===== src/hdl/assert_macros.svh =====
// Assertion macros shared by the rasterizer RTL.
// Define NO_ASSERTIONS to compile the design without them.
`ifndef ASSERT_MACROS_SVH
`define ASSERT_MACROS_SVH
`ifndef NO_ASSERTIONS
`define LPR_ASSERT_IMPLIES(lbl, clk, rst_n, pre, post, msg) \
	lbl: assert property (@(posedge clk) disable iff (!rst_n) (pre) |-> (post)) \
		else $error(msg);
`define LPR_ASSERT_NEXT(lbl, clk, rst_n, pre, post, msg) \
	lbl: assert property (@(posedge clk) disable iff (!rst_n) (pre) |=> (post)) \
		else $error(msg);
`else
`define LPR_ASSERT_IMPLIES(lbl, clk, rst_n, pre, post, msg)
`define LPR_ASSERT_NEXT(lbl, clk, rst_n, pre, post, msg)
`endif
`endif


===== src/hdl/lpr_pkg.sv =====
// Package for the line pixel address rasterizer: field widths, beat types,
// register indexes and the shared multiplier request type. No dependencies.
`timescale 1ns / 1ps

package lpr_pkg;

	localparam int COORD_W        = 12;
	localparam int FRAC_W         = 6;
	localparam int SCALE_W        = 5;
	localparam int STRIDE_W       = 13;
	localparam int COLOR_W        = 32;
	localparam int ADDR_W         = 18;
	localparam int CFG_IDX_W      = 2;
	localparam int CFG_DATA_W     = 32;
	localparam int MAP_PIXELS_DEF = 64;

	localparam int MUL_A_W = COORD_W;
	localparam int MUL_B_W = STRIDE_W;
	localparam int MUL_P_W = MUL_A_W + MUL_B_W;

	localparam logic [SCALE_W-1:0]  SCALE_RST  = SCALE_W'(1);
	localparam logic [STRIDE_W-1:0] STRIDE_RST = STRIDE_W'(1024);
	localparam logic [COLOR_W-1:0]  COLOR_RST  = '0;

	typedef enum logic [CFG_IDX_W-1:0] {
		REG_PIXEL_SCALE = 2'd0,
		REG_ROW_STRIDE  = 2'd1,
		REG_DRAW_COLOR  = 2'd2
	} cfg_reg_t;

	typedef struct packed {
		logic [COORD_W-1:0] start_x;
		logic [COORD_W-1:0] start_y;
		logic [COORD_W-1:0] end_x;
		logic [COORD_W-1:0] end_y;
	} in_beat_t;

	typedef struct packed {
		logic [ADDR_W-1:0]  pixel_address;
		logic [COLOR_W-1:0] pixel_value;
		logic               last_pixel;
	} out_beat_t;

	typedef struct packed {
		logic [MUL_A_W-1:0] a;
		logic [MUL_B_W-1:0] b;
		logic [MUL_A_W-1:0] c;
	} mul_req_t;

endpackage


===== src/hdl/lpr_mul_unit.sv =====
// Shared multiply-add unit of the rasterizer: a * b + c, combinational.
// Serves both coordinate scaling and pixel address generation. Uses lpr_pkg.
`timescale 1ns / 1ps

module lpr_mul_unit (
	input  lpr_pkg::mul_req_t              req,
	output logic [lpr_pkg::MUL_P_W-1:0]    res
);
	import lpr_pkg::*;

	logic [MUL_P_W-1:0] prod;

	assign prod = MUL_P_W'(req.a) * MUL_P_W'(req.b);
	assign res  = prod + MUL_P_W'(req.c);

endmodule


===== src/hdl/line_pixel_address_rasterizer.sv =====
// Top level of the line pixel address rasterizer: configuration registers,
// sequencer, line stepper and output register. Uses lpr_pkg, lpr_mul_unit
// and assert_macros.svh.
//
//   Channel   Direction  Handshake            Payload
//   in        input      in_valid/in_ready    in_beat_t, one line segment
//   out       output     out_valid/out_ready  out_beat_t, one pixel
//   cfg       input      cfg_we               cfg_index, cfg_data
//
// After acceptance the four coordinates are scaled in S_SCALE through the shared
// multiplier, S_SETUP sets up the deltas, then in S_WALK one pixel per cycle, while
// out is not stalled, goes through the same multiplier to form its address. A line
// has N pixels, N from 0 to MAP_PIXELS-1.
// A stall on out holds the stepper; in_ready is high only while idle.
// Reset returns the block to idle and the registers to scale 1, stride 1024,
// color 0.
`timescale 1ns / 1ps

module line_pixel_address_rasterizer #(
	parameter int MAP_PIXELS = lpr_pkg::MAP_PIXELS_DEF
) (
	input  logic                            clk,
	input  logic                            arst_n,
	input  logic                            in_valid,
	output logic                            in_ready,
	input  lpr_pkg::in_beat_t               in_data,
	output logic                            out_valid,
	input  logic                            out_ready,
	output lpr_pkg::out_beat_t              out_data,
	input  logic                            cfg_we,
	input  logic [lpr_pkg::CFG_IDX_W-1:0]   cfg_index,
	input  logic [lpr_pkg::CFG_DATA_W-1:0]  cfg_data
);
	import lpr_pkg::*;

	`include "assert_macros.svh"

	localparam int CW = $clog2(MAP_PIXELS);
	localparam int EW = CW + 2;
	localparam int VW = MUL_P_W - FRAC_W;
	localparam logic [CW-1:0] PIX_MAX = CW'(MAP_PIXELS - 1);

	typedef enum logic [3:0] {
		S_IDLE  = 4'b0001,
		S_SCALE = 4'b0010,
		S_SETUP = 4'b0100,
		S_WALK  = 4'b1000
	} state_t;

	state_t             state_q;
	logic [SCALE_W-1:0] pixel_scale_q;
	logic [STRIDE_W-1:0] row_stride_q;
	logic [COLOR_W-1:0] draw_color_q;

	logic [COORD_W-1:0] coord_q [4];
	logic [CW-1:0]      pix_q [4];
	logic [1:0]         sel_q;

	logic [CW-1:0] cur_x_q, cur_y_q;
	logic [CW-1:0] span_major_q, span_minor_q, remain_q;
	logic [EW-1:0] err_q;
	logic          x_down_q, y_down_q, x_major_q;

	logic          out_valid_q;
	out_beat_t     out_q;

	mul_req_t           mreq;
	logic [MUL_P_W-1:0] mres;
	logic [VW-1:0]      scaled;
	logic [CW-1:0]      scaled_pix;

	logic [CW-1:0] dx, dy;
	logic          x_down, y_down, x_major;
	logic          emit, last;
	logic [EW-1:0] err_inc, thresh;
	logic          minor_step;

	lpr_mul_unit u_mul (
		.req (mreq),
		.res (mres)
	);

	always_comb begin
		if (state_q == S_SCALE) begin
			mreq.a = coord_q[sel_q];
			mreq.b = MUL_B_W'(pixel_scale_q);
			mreq.c = '0;
		end else begin
			mreq.a = MUL_A_W'(cur_y_q);
			mreq.b = row_stride_q;
			mreq.c = MUL_A_W'(cur_x_q);
		end
	end

	assign scaled     = mres[MUL_P_W-1:FRAC_W];
	assign scaled_pix = (scaled > VW'(PIX_MAX)) ? PIX_MAX : scaled[CW-1:0];

	assign x_down  = pix_q[2] < pix_q[0];
	assign y_down  = pix_q[3] < pix_q[1];
	assign dx      = x_down ? pix_q[0] - pix_q[2] : pix_q[2] - pix_q[0];
	assign dy      = y_down ? pix_q[1] - pix_q[3] : pix_q[3] - pix_q[1];
	assign x_major = dy <= dx;

	assign in_ready   = (state_q == S_IDLE);
	assign emit       = (state_q == S_WALK) && (!out_valid_q || out_ready);
	assign last       = (remain_q == CW'(1));
	assign err_inc    = err_q + EW'(span_minor_q) + EW'(1);
	assign thresh     = EW'(span_major_q) + EW'(1);
	assign minor_step = err_inc >= thresh;

	always_ff @(posedge clk or negedge arst_n) begin
		if (!arst_n) begin
			pixel_scale_q <= SCALE_RST;
			row_stride_q  <= STRIDE_RST;
			draw_color_q  <= COLOR_RST;
		end else if (cfg_we) begin
			unique case (cfg_index)
				REG_PIXEL_SCALE: pixel_scale_q <= cfg_data[SCALE_W-1:0];
				REG_ROW_STRIDE:  row_stride_q  <= cfg_data[STRIDE_W-1:0];
				REG_DRAW_COLOR:  draw_color_q  <= cfg_data[COLOR_W-1:0];
				default: ;
			endcase
		end
	end

	always_ff @(posedge clk or negedge arst_n) begin
		if (!arst_n) begin
			state_q     <= S_IDLE;
			sel_q       <= '0;
			out_valid_q <= 1'b0;
		end else begin
			if (emit) begin
				out_valid_q <= 1'b1;
			end else if (out_ready) begin
				out_valid_q <= 1'b0;
			end
			unique case (state_q)
				S_IDLE: begin
					if (in_valid) begin
						state_q <= S_SCALE;
						sel_q   <= '0;
					end
				end
				S_SCALE: begin
					sel_q <= sel_q + 2'd1;
					if (sel_q == 2'd3) begin
						state_q <= S_SETUP;
					end
				end
				S_SETUP: begin
					if ((x_major ? dx : dy) == '0) begin
						state_q <= S_IDLE;
					end else begin
						state_q <= S_WALK;
					end
				end
				S_WALK: begin
					if (emit && last) begin
						state_q <= S_IDLE;
					end
				end
				default: state_q <= S_IDLE;
			endcase
		end
	end

	always_ff @(posedge clk) begin
		if (in_valid && in_ready) begin
			coord_q[0] <= in_data.start_x;
			coord_q[1] <= in_data.start_y;
			coord_q[2] <= in_data.end_x;
			coord_q[3] <= in_data.end_y;
		end
		if (state_q == S_SCALE) begin
			pix_q[sel_q] <= scaled_pix;
		end
		if (state_q == S_SETUP) begin
			cur_x_q      <= pix_q[0];
			cur_y_q      <= pix_q[1];
			err_q        <= '0;
			x_down_q     <= x_down;
			y_down_q     <= y_down;
			x_major_q    <= x_major;
			span_major_q <= x_major ? dx : dy;
			span_minor_q <= x_major ? dy : dx;
			remain_q     <= x_major ? dx : dy;
		end
		if (emit) begin
			out_q.pixel_address <= mres[ADDR_W-1:0];
			out_q.pixel_value   <= draw_color_q;
			out_q.last_pixel    <= last;
			remain_q            <= remain_q - CW'(1);
			err_q               <= minor_step ? err_inc - thresh : err_inc;
			if (x_major_q) begin
				cur_x_q <= x_down_q ? cur_x_q - CW'(1) : cur_x_q + CW'(1);
				if (minor_step) begin
					cur_y_q <= y_down_q ? cur_y_q - CW'(1) : cur_y_q + CW'(1);
				end
			end else begin
				cur_y_q <= y_down_q ? cur_y_q - CW'(1) : cur_y_q + CW'(1);
				if (minor_step) begin
					cur_x_q <= x_down_q ? cur_x_q - CW'(1) : cur_x_q + CW'(1);
				end
			end
		end
	end

	assign out_valid = out_valid_q;
	assign out_data  = out_q;

	`LPR_ASSERT_NEXT(a_accept_starts_scale, clk, arst_n, in_valid && in_ready, state_q == S_SCALE, "accepted line did not start scaling")
	`LPR_ASSERT_NEXT(a_last_ends_line, clk, arst_n, emit && last, state_q == S_IDLE && out_valid_q, "last pixel did not end the line")
	`LPR_ASSERT_IMPLIES(a_walk_has_pixels, clk, arst_n, state_q == S_WALK, remain_q != '0, "stepper walking with no pixels left")
	`LPR_ASSERT_IMPLIES(a_err_below_thresh, clk, arst_n, state_q == S_WALK, err_q <= EW'(span_major_q), "error accumulator reached threshold")

endmodule


===== config.mk =====
export PLATFORM = sky130hd
export DESIGN_NAME = line_pixel_address_rasterizer
export DESIGN_NICKNAME = d
export VERILOG_FILES = /design/src/hdl/lpr_pkg.sv /design/src/hdl/lpr_mul_unit.sv /design/src/hdl/line_pixel_address_rasterizer.sv
export VERILOG_INCLUDE_DIRS = /design/src /design/src/hdl
export SDC_FILE = /design/constraint.sdc
export NUM_CORES = 1
export LEC_CHECK = 0
export ABC_AREA = 1
export CAP_MARGIN = 20
export CELL_PAD_IN_SITES_DETAIL_PLACEMENT = 1
export CELL_PAD_IN_SITES_GLOBAL_PLACEMENT = 2
export CORE_AREA = 10 10 251 253
export CTS_CLUSTER_SIZE = 20
export DETAILED_ROUTE_END_ITERATION = 16
export DIE_AREA = 0 0 261 263
export DONT_BUFFER_PORTS = 1
export PLACE_DENSITY = 0.65
export SYNTH_ARGS = -nofsm -noshare
export SYNTH_HDL_FRONTEND = slang
export SYNTH_HIERARCHICAL = 1
export SYNTH_SLANG_ARGS = --single-unit
export TNS_END_PERCENT = 1

===== constraint.sdc =====
create_clock -name clk -period 9.3 [get_ports clk]
set_clock_uncertainty 0.1 [all_clocks]
set_input_delay 2.79 -clock clk [delete_from_list [all_inputs] [get_ports clk]]
set_output_delay 2.79 -clock clk [all_outputs]
set_load 0.1 [all_outputs]

### Yosys cells after proc, flatten, opt, wreduce, memory -nomap -nowiden

Memories as Yosys holds them, arrays and structs flattened.
Cells that the tools add are included.

| word-level totals | value |
|---|---|
| bits in registers | 149 |
| RAM bits | 72 |
| bits of input ports | 87 |
| output and inout bits | 53 |
| logic and storage cells | 101 |
| memories | 2 |

Memory list:

| name | words | bits a word | read ports | clocked after memory_dff | write ports | RTL line | RTL |
|---|---|---|---|---|---|---|---|
| coord_q | 4 | 12 | 1 | 0 | 4 | line_pixel_address_rasterizer.sv:55 | `logic [COORD_W-1:0] coord_q [4];` |
| pix_q | 4 | 6 | 4 | 0 | 1 | line_pixel_address_rasterizer.sv:56 | `logic [CW-1:0] pix_q [4];` |

| cells by class | value |
|---|---|
| $add $sub $neg | 15 |
| multipliers | 1 |
| magnitude comparators | 5 |
| eq/ne operators | 11 |
| mux-type cells | 34 |
| reduce and logical (&&, ||, !) cells | 15 |

Operators with widths:

| kind | number |
|---|---|
| 6-bit 2-to-1 mux | 17 |
| 37-bit 2-to-1 mux | 1 |
| 25-bit by 12-bit adder with 25-bit output | 1 |
| 12-bit by 13-bit multiplier with 25-bit output | 1 |
| 8-bit 2-to-1 mux | 3 |
| 6-bit subtractor | 4 |
| 19-bit by 6-bit greater-than comparator with 1-bit output, second input constant | 1 |
| 6-bit by 1-bit subtractor with 6-bit output, second input constant | 3 |
| 4-bit 2-to-1 mux | 4 |
| 4-bit one-hot mux with 4 select lines | 1 |
| 6-bit by 1-bit adder with 6-bit output, second input constant | 2 |
| 6-bit < comparator | 2 |
| 8-bit by 1-bit adder with 8-bit output, second input constant | 1 |
| 8-bit by 6-bit adder with 8-bit output | 1 |
| 8-bit by 7-bit greater-or-equal comparator with 1-bit output | 1 |
| 2-bit AND reduction | 4 |
| 8-bit by 7-bit subtractor with 8-bit output | 1 |
| 6-bit by 1-bit adder with 7-bit output, second input constant | 1 |
| 6-bit by 1-bit equality test with 1-bit output, second input constant | 1 |
| 6-bit less-or-equal comparator | 1 |
| 6-bit logical NOT | 1 |
| 1-bit 2-to-1 mux | 6 |
| 2-bit nonzero test | 3 |
| 2-bit equality test, second input constant | 2 |
| 15 further kinds | 18 |

### Longest topological paths before layout

An unclocked memory read counts as a cell.

| logic depth | value |
|---|---|
| depth in word-level cells | 8 |
| depth in mapped cells | 34 |
| gate-level depth less buffers | 32 |

### Hierarchy

The synthesis kept the hierarchy.

By module, submodules not included:

| module | instances | cells each | area an instance (um2) | sequential area each (um2) |
|---|---|---|---|---|
| line_pixel_address_rasterizer | 1 | 1118 | 11056.9 | 6234.7 |
| lpr_mul_unit | 1 | 893 | 6163.4 | 0.0 |

### Worst setup path before layout

OpenSTA, ideal clock, no wires.

| path | value |
|---|---|
| path kind | register -> register |
| from | register sel_q[0] |
| to | memory pix_q[0][0] (netlist bit), data pin |
| arrival time | 6.346 ns |
| required time | 8.909 ns |
| path slack | 2.563 ns |
| cell stages (with the launch flop) | 29 |
| path buffers | 3 |
| period minus slack after synthesis | 6.737 ns |
| cell sequence | dfrtp_1 clkbuf_1 clkbuf_1 nor2_1 nor2_1 o21ai_0 a31oi_1 clkbuf_1 nand2_1 fa_1 inv_1 fa_1 inv_1 fa_1 fa_1 fa_1 inv_1 ha_1 nand2_2 inv_1 a21oi_2 nand2_1 nand2_1 nand3_2 nand2_1 nand2_1 or4_1 nor4_2 nand2_1 |

RTL lines:

| item | RTL line | RTL |
|---|---|---|
| start, declared | line_pixel_address_rasterizer.sv:57 | `logic [1:0] sel_q;` |
| start signal, assigned | line_pixel_address_rasterizer.sv:145 | `sel_q <= sel_q + 2'd1;` |
| end, declared | line_pixel_address_rasterizer.sv:56 |  |

==> impl_summary.log <==
[metrics] final total negative setup slack: 0 ns
[metrics] worst ir drop on vdd: 231.5 µV
[metrics] internal power: 3.570 mW
[metrics] maximum number of pins on one net before global-route repair: 71
[metrics] combinational fraction of design power: 0.624
[metrics] CORE AREA: 0.05824 mm²
[metrics] setup slack after placement: 1.113 ns
[metrics] Routed wire per std cell: 17.19 µm
[metrics] type of the most critical hold path: reg2reg
[metrics] type of the worst setup path: reg2reg
[metrics] ports placed on the boundary: between 100 and 150
[metrics] minimum setup slack among reg-to-reg paths: 1.14 ns
[metrics] Net Switching: roughly 3.8 mW
[metrics] Warnings, synthesis: 6
[metrics] critical path peak fanout: 15
[metrics] final clock period utilization by the worst path: 0.8769
[metrics] initial core utilization: 0.2957
[metrics] DRC violation count after routing: 0
[metrics] Port Buf Inserts: 0
[metrics] # H-tree levels: 1
[metrics] Unique masters post-synth: 48
[metrics] largest incremental delay on the critical path: around 0.70 ns
[metrics] sequential share of the synthesized area: 0.3621
[metrics] total of endpoints with negative setup slack in the final report: 0
[metrics] synthesized area per cell: 8.563 µm²
[metrics] number of post-CTS setup repair buffers: 0
[metrics] sort of element at the end of the critical path: flip-flop
[metrics] critical path arrival: just over 8 ns
[metrics] leakage power total: 9.614 nW
[metrics] vias in the first global route: 13,950
[metrics] PD cells: 387.3 mW/mm²
[metrics] Final nets: 2,361
[metrics] portion of total power attributed to the clock network: 0.144
[metrics] worst skew pair latency: 0.59 ns
[metrics] vertical extent of the die: 263 µm
[metrics] worst path setup slack after routing: 1.145 ns
[metrics] cell at the root of the clock tree: clkbuf_16
[metrics] Num CTS Buffers: 28
[metrics] library cell contributing the largest single delay on the critical path: nor4_2
[metrics] filler instances: 6,833
[metrics] max-capacitance violation count: 0
[metrics] area of the die: 0.06864 mm²
[metrics] launching element type of the critical path: flip-flop
[metrics] slew at the pin closest to its max-slew limit: 1.011 ns
[metrics] count of hold buffers inserted by post-cts repair: 0
[metrics] grt total ovfl: 0
[metrics] highest achievable clock rate: ~120 MHz
[metrics] dpl cells: 2,761
[metrics] total via count after detailed routing: 12,590
[metrics] final design utilization: 0.3285
[metrics] switching share of power: 0.5182
[metrics] worst-case headroom to the max-slew limit: 0.3259
[metrics] share of layout cells above drive strength 1: 0.08578
[metrics] total number of placement rows: 89
[metrics] number of non-filler instances in the completed layout: ~2,800
[metrics] number of antenna violations at the first check in global routing: 3
[metrics] length of the first detailed-routing pass in iterations: 4
[metrics] via/cell ratio: 4.473
[metrics] Synth Register Bits: 221
[metrics] gate count of the mapped netlist: ~2,000
[metrics] post-synthesis instance area: 0.01722 mm²
[metrics] sum of net half-perimeters after detailed placement: 38,750 µm
[metrics] Worst-path clk slew: 0.07 ns
[metrics] total global-route track usage: 0.1435
[metrics] most repeated library cell on the critical path: nand2_1
[metrics] total wire length after detailed routing: about 48,000 µm
[metrics] Final Hold Viols: 0
[metrics] post-cts repair resize count: 0
[metrics] first-pass GRT wire length: 77,940 µm
[metrics] initial detailed-routing violation count: around 450
[metrics] weighted congestion reported at the end of routability-driven placement: between 0.7 and 0.8
[metrics] Worst EP required: roughly 9.4 ns
[metrics] leading register cell type out of synthesis: edfxtp_1
[metrics] register share of total power: 0.232
[metrics] total power consumption of the routed design: about 7.4 mW
[metrics] post-synthesis async set-or-reset flop share: 0.2579
[metrics] Min Clock Period, post-route: between 8 and 9 ns
[metrics] relative area change from synthesis to final layout: 11.11%
[metrics] Pins Over Slew Limit: 0
[metrics] Post-synth EDFFs: 152
[metrics] CTS tree: done
[metrics] setup repair after global routing missed its margin: no
[metrics] buffer levels on the longest clock path: 3
[metrics] outcome: completed
[metrics] sink count of the clock tree: 221
[metrics] remaining antenna violation count after routing: 0
[metrics] Chip Width: 261 µm
[cell usage after synthesis (3+ instances only)]
library cell / n / area share
nand2_1: 524 / 0.11
inv_1: 452 / 0.099
edfxtp_1: 152 / 0.27
fa_1: 129 / 0.15
ha_1: 127 / 0.092
nor2_1: 103 / 0.022
o21ai_0: 102 / 0.030
nand3_1: 62 / 0.018
dfrtp_1: 54 / 0.078
a21oi_1: 44 / 0.013
clkbuf_1: 42 / 0.0092
nand2_2: 29 / 0.011
xor2_1: 28 / 0.014
mux2_2: 19 / 0.012
nand4_1: 17 / 0.0062
xnor2_1: 14 / 0.0071
nor3_1: 13 / 0.0038
dfxtp_1: 12 / 0.014
inv_2: 10 / 0.0022
nor2_2: 9 / 0.0033
nand3_2: 8 / 0.0047
buf_2: 7 / 0.0020
or2_2: 6 / 0.0022
a31oi_1: 4 / 0.0015
nor2_4: 4 / 0.0026
o22ai_1: 4 / 0.0015
a21oi_2: 3 / 0.0015
dfstp_2: 3 / 0.0046
nand3b_1: 3 / 0.0013
[path summary, 6_finish.rpt]
kind                             startpoint              end  cells past startpoint
min in group asynchronous            arst_n  row_stride_q[7]                      0
setup / recovery                   sel_q[1]      pix_q[3][0]                     29
max in group asynchronous            arst_n       state_q[0]                      0
hold reg to reg            draw_color_q[28]     out_data[29]                      0
hold / removal             draw_color_q[28]     out_data[29]                      0
setup reg to reg                   sel_q[1]      pix_q[3][0]                     29
[sequential cells by signal, summed over array words and instances (netlist names), 5 cells and up]
| name | count |
|---|---|
| pixel_scale_q | 5 |
| span_major_q | 6 |
| err_q | 8 |
| draw_color_q | 32 |
| out_data | 51 |
| row_stride_q | 13 |
| coord_q | 48 |
| cur_x_q | 6 |
| remain_q | 6 |
| pix_q | 24 |
| cur_y_q | 6 |
| span_minor_q | 6 |
[metrics by stage]
stage                     hold WS [ns]  instance area (µm²)
final                           0.3398                19130
after global routing            0.3503                19130
after CTS                       0.3428                19130
after detailed placement        0.3286                18200
after global placement          0.3240                18190
after floorplan                 0.3194                17240
[cells in the final DEF (no fill, tap or decap), types with 9 or more instances in the layout]
cell type / n
a21oi_1: 44
nand4_1: 17
clkbuf_16: 30
inv_1: 450
dfxtp_1: 12
fa_1: 129
nor2_1: 103
nor3_1: 12
xnor2_1: 14
mux2_2: 19
nand2_2: 29
ha_1: 127
inv_2: 12
edfxtp_1: 152
dfrtp_1: 54
nor2_2: 9
buf_4: 23
nand2_1: 524
nand3_1: 62
xor2_1: 28
o21ai_0: 102
[final cells by class]
class                           instances  area, µm²  area share
Antenna cell                            2      5.005   0.0002616
Clock buffer                           39      814.5     0.04257
Clock inverter                         13      115.1    0.006016
Inverter                              463       1738     0.09083
Multi-Input combinational cell       1279       9047      0.4729
Sequential cell                       221       6235      0.3259
Tap cell                              773      967.2     0.05055
Timing Repair Buffer                   25      211.5     0.01105
[cells by family after synthesis]
| group | synth area share |
|---|---|
| flops | 0.3621 |
| fa+ha+maj | 0.2422 |
| compound gates | 0.05108 |
| other cells | 0.0002178 |
| simple gates | 0.1963 |
| xor+xnor | 0.02136 |
| mux | 0.01242 |
| buf+inv | 0.1143 |
[routing by layer]
| layer | share of wire | up-vias | global-route usage |
|---|---|---|---|
| met5 | 0.00070 | - | 0 |
| met4 | 0.017 | 4 | 0.03046 |
| met3 | 0.025 | 45 | 0.01818 |
| met2 | 0.54 | 108 | 0.2725 |
| met1 | 0.42 | 6258 | 0.1674 |
| li1 | - | 6176 | - |
[worst max-delay path: cells and delay by family (launching register included)]
family / cells / cell delay [ns]
buffers and inverters: 7 / 1.03
adders and majority gates: 6 / 2.94
DFF: 1 / 0.61
and+or+nand+nor: 12 / 2.26
AOI/OAI and AO/OA: 4 / 0.82
[power groups by stage]
stage          Clock (mW)  Sequential, mW  Combinational [mW]
5_1_grt              1.15            1.74                5.37
3_3_place_gp            0            1.73                4.69
6_report             1.07            1.72                4.62
2_1_floorplan           0            1.69                3.28
4_1_cts              1.10            1.72                4.81
3_5_place_dp            0            1.74                4.78
Note: power is estimated with default switching activity, not from simulation.
